$ cat config.mk
export PLATFORM = sky130hd
export DESIGN_NAME = rsca_cmp
export DESIGN_NICKNAME = d
export VERILOG_FILES = /design/src/rtl/rsca_pkg.sv /design/src/rtl/rsca_cmp.sv
export SDC_FILE = /design/constraint.sdc
export NUM_CORES = 1
export LEC_CHECK = 0
export ABC_AREA = 1
export ABC_CLOCK_PERIOD_IN_PS = 2000
export BUFFER_PORTS_ARGS = -buffer_cell sky130_fd_sc_hd__buf_2
export CAP_MARGIN = 20
export CORE_ASPECT_RATIO = 1.1
export CORE_MARGIN = 5
export CORE_UTILIZATION = 47
export DETAILED_ROUTE_END_ITERATION = 8
export MAX_ROUTING_LAYER = met4
export PLACE_DENSITY_LB_ADDON = 0.25
export SYNTH_ARGS = -nofsm -noshare
export SYNTH_HDL_FRONTEND = slang
export SYNTH_SLANG_ARGS = --single-unit
export TNS_END_PERCENT = 5
$ cat constraint.sdc
create_clock -name vclk -period 2
set_input_delay 0.5 -clock vclk [all_inputs]
set_output_delay 0.5 -clock vclk [all_outputs]
set_load 0.005 [all_outputs]
$ cat src/rtl/rsca_pkg.sv
`default_nettype none

package rsca_pkg;

   // Table depth used when the top level is not overridden
   localparam int TABLE_DEPTH_DEF = 64;

   // Address and report widths
   localparam int ADDR_W  = 64;
   localparam int COUNT_W = 7;

   // Operation codes
   localparam logic KIND_CLEAR  = 1'b0;
   localparam logic KIND_APPEND = 1'b1;

   // Outcome of comparing one stored entry against the request range
   typedef struct packed {
      logic overlap;   // entry and range share at least one address
      logic head;      // entry starts below the range
      logic tail;      // entry ends above the range
   } cmp_res_type;

endpackage

`default_nettype wire

$ cat src/rtl/rsca_cmp.sv
`default_nettype none

// Shared compare unit: classifies one entry against the request range
module rsca_cmp
   import rsca_pkg::*;
(
   input  wire logic [ADDR_W-1:0] range_lo,
   input  wire logic [ADDR_W-1:0] range_hi,
   input  wire logic [ADDR_W-1:0] ent_start,
   input  wire logic [ADDR_W-1:0] ent_end,
   output      cmp_res_type       res
);

   always_comb begin
      res.overlap = !((range_lo >= ent_end) || (range_hi <= ent_start));
      res.head    = ent_start < range_lo;
      res.tail    = range_hi < ent_end;
   end

endmodule

`default_nettype wire

; ---- Yosys cells after proc, flatten, opt, wreduce, memory -nomap -nowiden
; Cells that the tools add are included.
[classes]
reduce_logical = 2
order_cmp = 4
[ops]
columns = operator, n
row1 = $lt 64x64->1, 2
row2 = $ge 64x64->1, 1
row3 = $le 64x64->1, 1
row4 = $logic_not 1->1, 1
row5 = $logic_or 1x1->1, 1
[word_totals]
ff_bits = 0
inputBits = 256
out_inout_bits = 3
word_cells = 6

; ---- Longest topological paths before layout
[depth]
depth_word = 3
depth_mapped = 16
depth_no_buf = 16

; ---- Least setup slack after synthesis
; OpenSTA, ideal clock, no wires.
[synth_timing]
path_type = input to output
startpoint = input ent_end[63]
endpoint = output res[2] (netlist name)
path_stages = 10
t_arrival_ns = 1.528
path_buffers = 0
slack_ns = -0.028
required_ns = 1.500
path_cell_list = inv_1 > ha_1 > nand2_2 > nor2_4 > nand2_2 > nor3_2 > and3_1 > nand2_1 > nand2_1 > nor2_1
[synth_rtl]
columns = item, line_no
row1 = "start, declared", rsca_cmp.sv:10  ; input wire logic [ADDR_W-1:0] ent_end,
row2 = "end, declared", rsca_cmp.sv:11  ; output cmp_res_type res

==> impl_metrics.env <==
export IMPL_grt_setup_unrepaired="yes"
export IMPL_hold_class="input port to output port"
export IMPL_maxSlewViolCount=0
export IMPL_areaGrowthSynthToFinish_pct=54.28
export IMPL_arrival_ps=1930
export IMPL_postLayoutCoreUtil_pct=73.08
export IMPL_fin_crit_ps=2427
export IMPL_synthesis_area_mm2=0.006454
export IMPL_yosysWarnings=0
export IMPL_pin_count=259
export IMPL_seq_cell_count=0
export IMPL_core_area_mm2=0.01363
export IMPL_place_congestion=0.8960
export IMPL_critical_path_class="input port to output port"
export IMPL_holdPathStages=6
export IMPL_synth_most_common_cell="ha_1"
export IMPL_dieArea_mm2=0.01618
export IMPL_worst_slew_pin_slew_ps=256.3
export IMPL_grt_overflow_total=0
export IMPL_final_cells=1516
export IMPL_critPathMaxFanout=2
export IMPL_die_w_um=121.7
export IMPL_yosys_top_cells_area="ha_1, inv_1, nand2_1"
export IMPL_setup_viol=3
export IMPL_p_leak_uw=0.005665
export IMPL_finalPower_uw=2069
export IMPL_numPlacedInstances=1511
export IMPL_dpl_hpwl_um=17660
export IMPL_worstPathRequired_ps=1500
export IMPL_grtUsageTotal_pct=23.06
export IMPL_wirelength_um=21140
export IMPL_min_to="res[0]"
export IMPL_yosysSeqAreaShare_pct=0
export IMPL_via_per_inst=5.043
export IMPL_firstDrtPassIters=5
export IMPL_ir_drop_mv=0.1212
export IMPL_placement_rows=45
export IMPL_routedWlPerCell_um=13.94
export IMPL_finalHoldViolations=0
export IMPL_port_buffers=259
export IMPL_antenna_found_initial=2
export IMPL_drc=0
export IMPL_outcome="complete, but fails checks"
export IMPL_fmax_mhz=412.0
export IMPL_clock_buffers=0
export IMPL_worst_slack_ps=-427.0
export IMPL_avgSynthCellArea_um2=6.371
export IMPL_drtIter0Drc=233
export IMPL_max_cap_violations=0
export IMPL_final_antenna_net_count=0
export IMPL_die_h_um=132.9
export IMPL_slew_headroom_pct=82.77
export IMPL_powerDensity_mw_per_mm2=207.8
export IMPL_drive_gt1_share_pct=42.84
export IMPL_start_util_pct=47.36
export IMPL_synthTopCellsByCount="ha_1, inv_1, nand2_1"
export IMPL_via_count=7645
export IMPL_cp_end_kind="output port"
export IMPL_nNetsFinal=1838
export IMPL_synth_top_area_share_pct=49.24
export IMPL_synthDistinctLibCells=27
export IMPL_grt_pass1_vias=7381
export IMPL_finalCritPeriodShare_pct=121.3
export IMPL_syn_num_nets=1523
export IMPL_grt_pass1_wl_um=30640
export IMPL_fin_tns_setup_ps=-1255
export IMPL_syn_inst=1013
export IMPL_violations="negative setup slack"
export IMPL_min_from="range_hi[32]"
export IMPL_grt_max_degree=4
export IMPL_fillCellCount=1122
export IMPL_synth_area_leader_cell="ha_1"
export IMPL_worst_setup_path_start_kind="input port"
export IMPL_seq_area_um2=0
export IMPL_hold_buffers=0
per-stage QoR:
stage | hold WS [ps] | instance area (um2) | worst slack (ps)
2_1_floorplan | 1348 | 6644 | 2.595
3_3_place_gp | 1632 | 8558 | -661.4
3_5_place_dp | 1658 | 8558 | -596.6
4_1_cts | 1661 | 8776 | -431.5
5_1_grt | 1737 | 9957 | -529.9
6_report | 1701 | 9957 | -427.0
kinds of logic after synthesis:
logic type / synth area share (%)
AO/OA/AOI/OAI: 13.82
adder cells (fa/ha/maj): 49.24
buffers and inverters: 14.08
AND/OR/NAND/NOR: 22.86
worst max-delay path, cell delays in order:
cell     delay (ps)
buf_4           130
ha_4            270
nand2_4          60
nor2_4           90
nand4_1         150
nor4_2          340
nand2_2         100
nand2_4          90
a21oi_4          60
buf_2           130
timing repair:
item / CTS / global route
setup endpoints to repair: 3 / 3
pin swaps: 34 / 108
buffers inserted: 1 / 2
gates resized for setup: 43 / 230
how the worst max path moves through the flow:
stage	start	end	slack, ps	cells after the start
global route	range_lo[3]	res[1]	-530	13
global placement	range_lo[5]	res[1]	-660	13
detailed placement	range_lo[5]	res[1]	-600	13
finish	ent_start[31]	res[1]	-430	10
CTS	range_lo[5]	res[1]	-430	13
floorplan	ent_start[62]	res[2]	3	12
routing by layer:
| metal | share of wire (%) | GRT usage [%] |
|---|---|---|
| met5 | 0 | - |
| met4 | 3.0 | 3.425 |
| met3 | 4.9 | 1.112 |
| met2 | 53 | 44.33 |
| met1 | 39 | 26.56 |
layout by cell type (no fill, tap or decap), types with 10 or more instances in the layout:
cell type    n
ha_4        72
a21oi_1     70
nand3_1     15
nand4_1     19
buf_4       54
nor2_2      15
o21a_1      10
a21oi_2     47
o21ai_0     11
buf_6       20
ha_1       182
nor2_1      47
o21ai_1     19
inv_2       37
inv_1      197
nand2_2     40
buf_2      237
nand2_1    177
area by class of cell:
cell class,count,area [um2],area share [%]
Tap cell,188,235.2,2.362
Inverter,242,928.4,9.324
Timing Repair Buffer,313,1847,18.55
Antenna cell,2,5.005,0.05026
Multi-Input combinational cell,771,6942,69.72
power by group:
part	switching (uW)	internal [uW]	total [uW]
clock	0	0.000134	0.000134
combinational	1080	993	2070
sequential	0	0	0
total	1080	993	2070
Note: power is estimated with default switching activity, not from simulation.
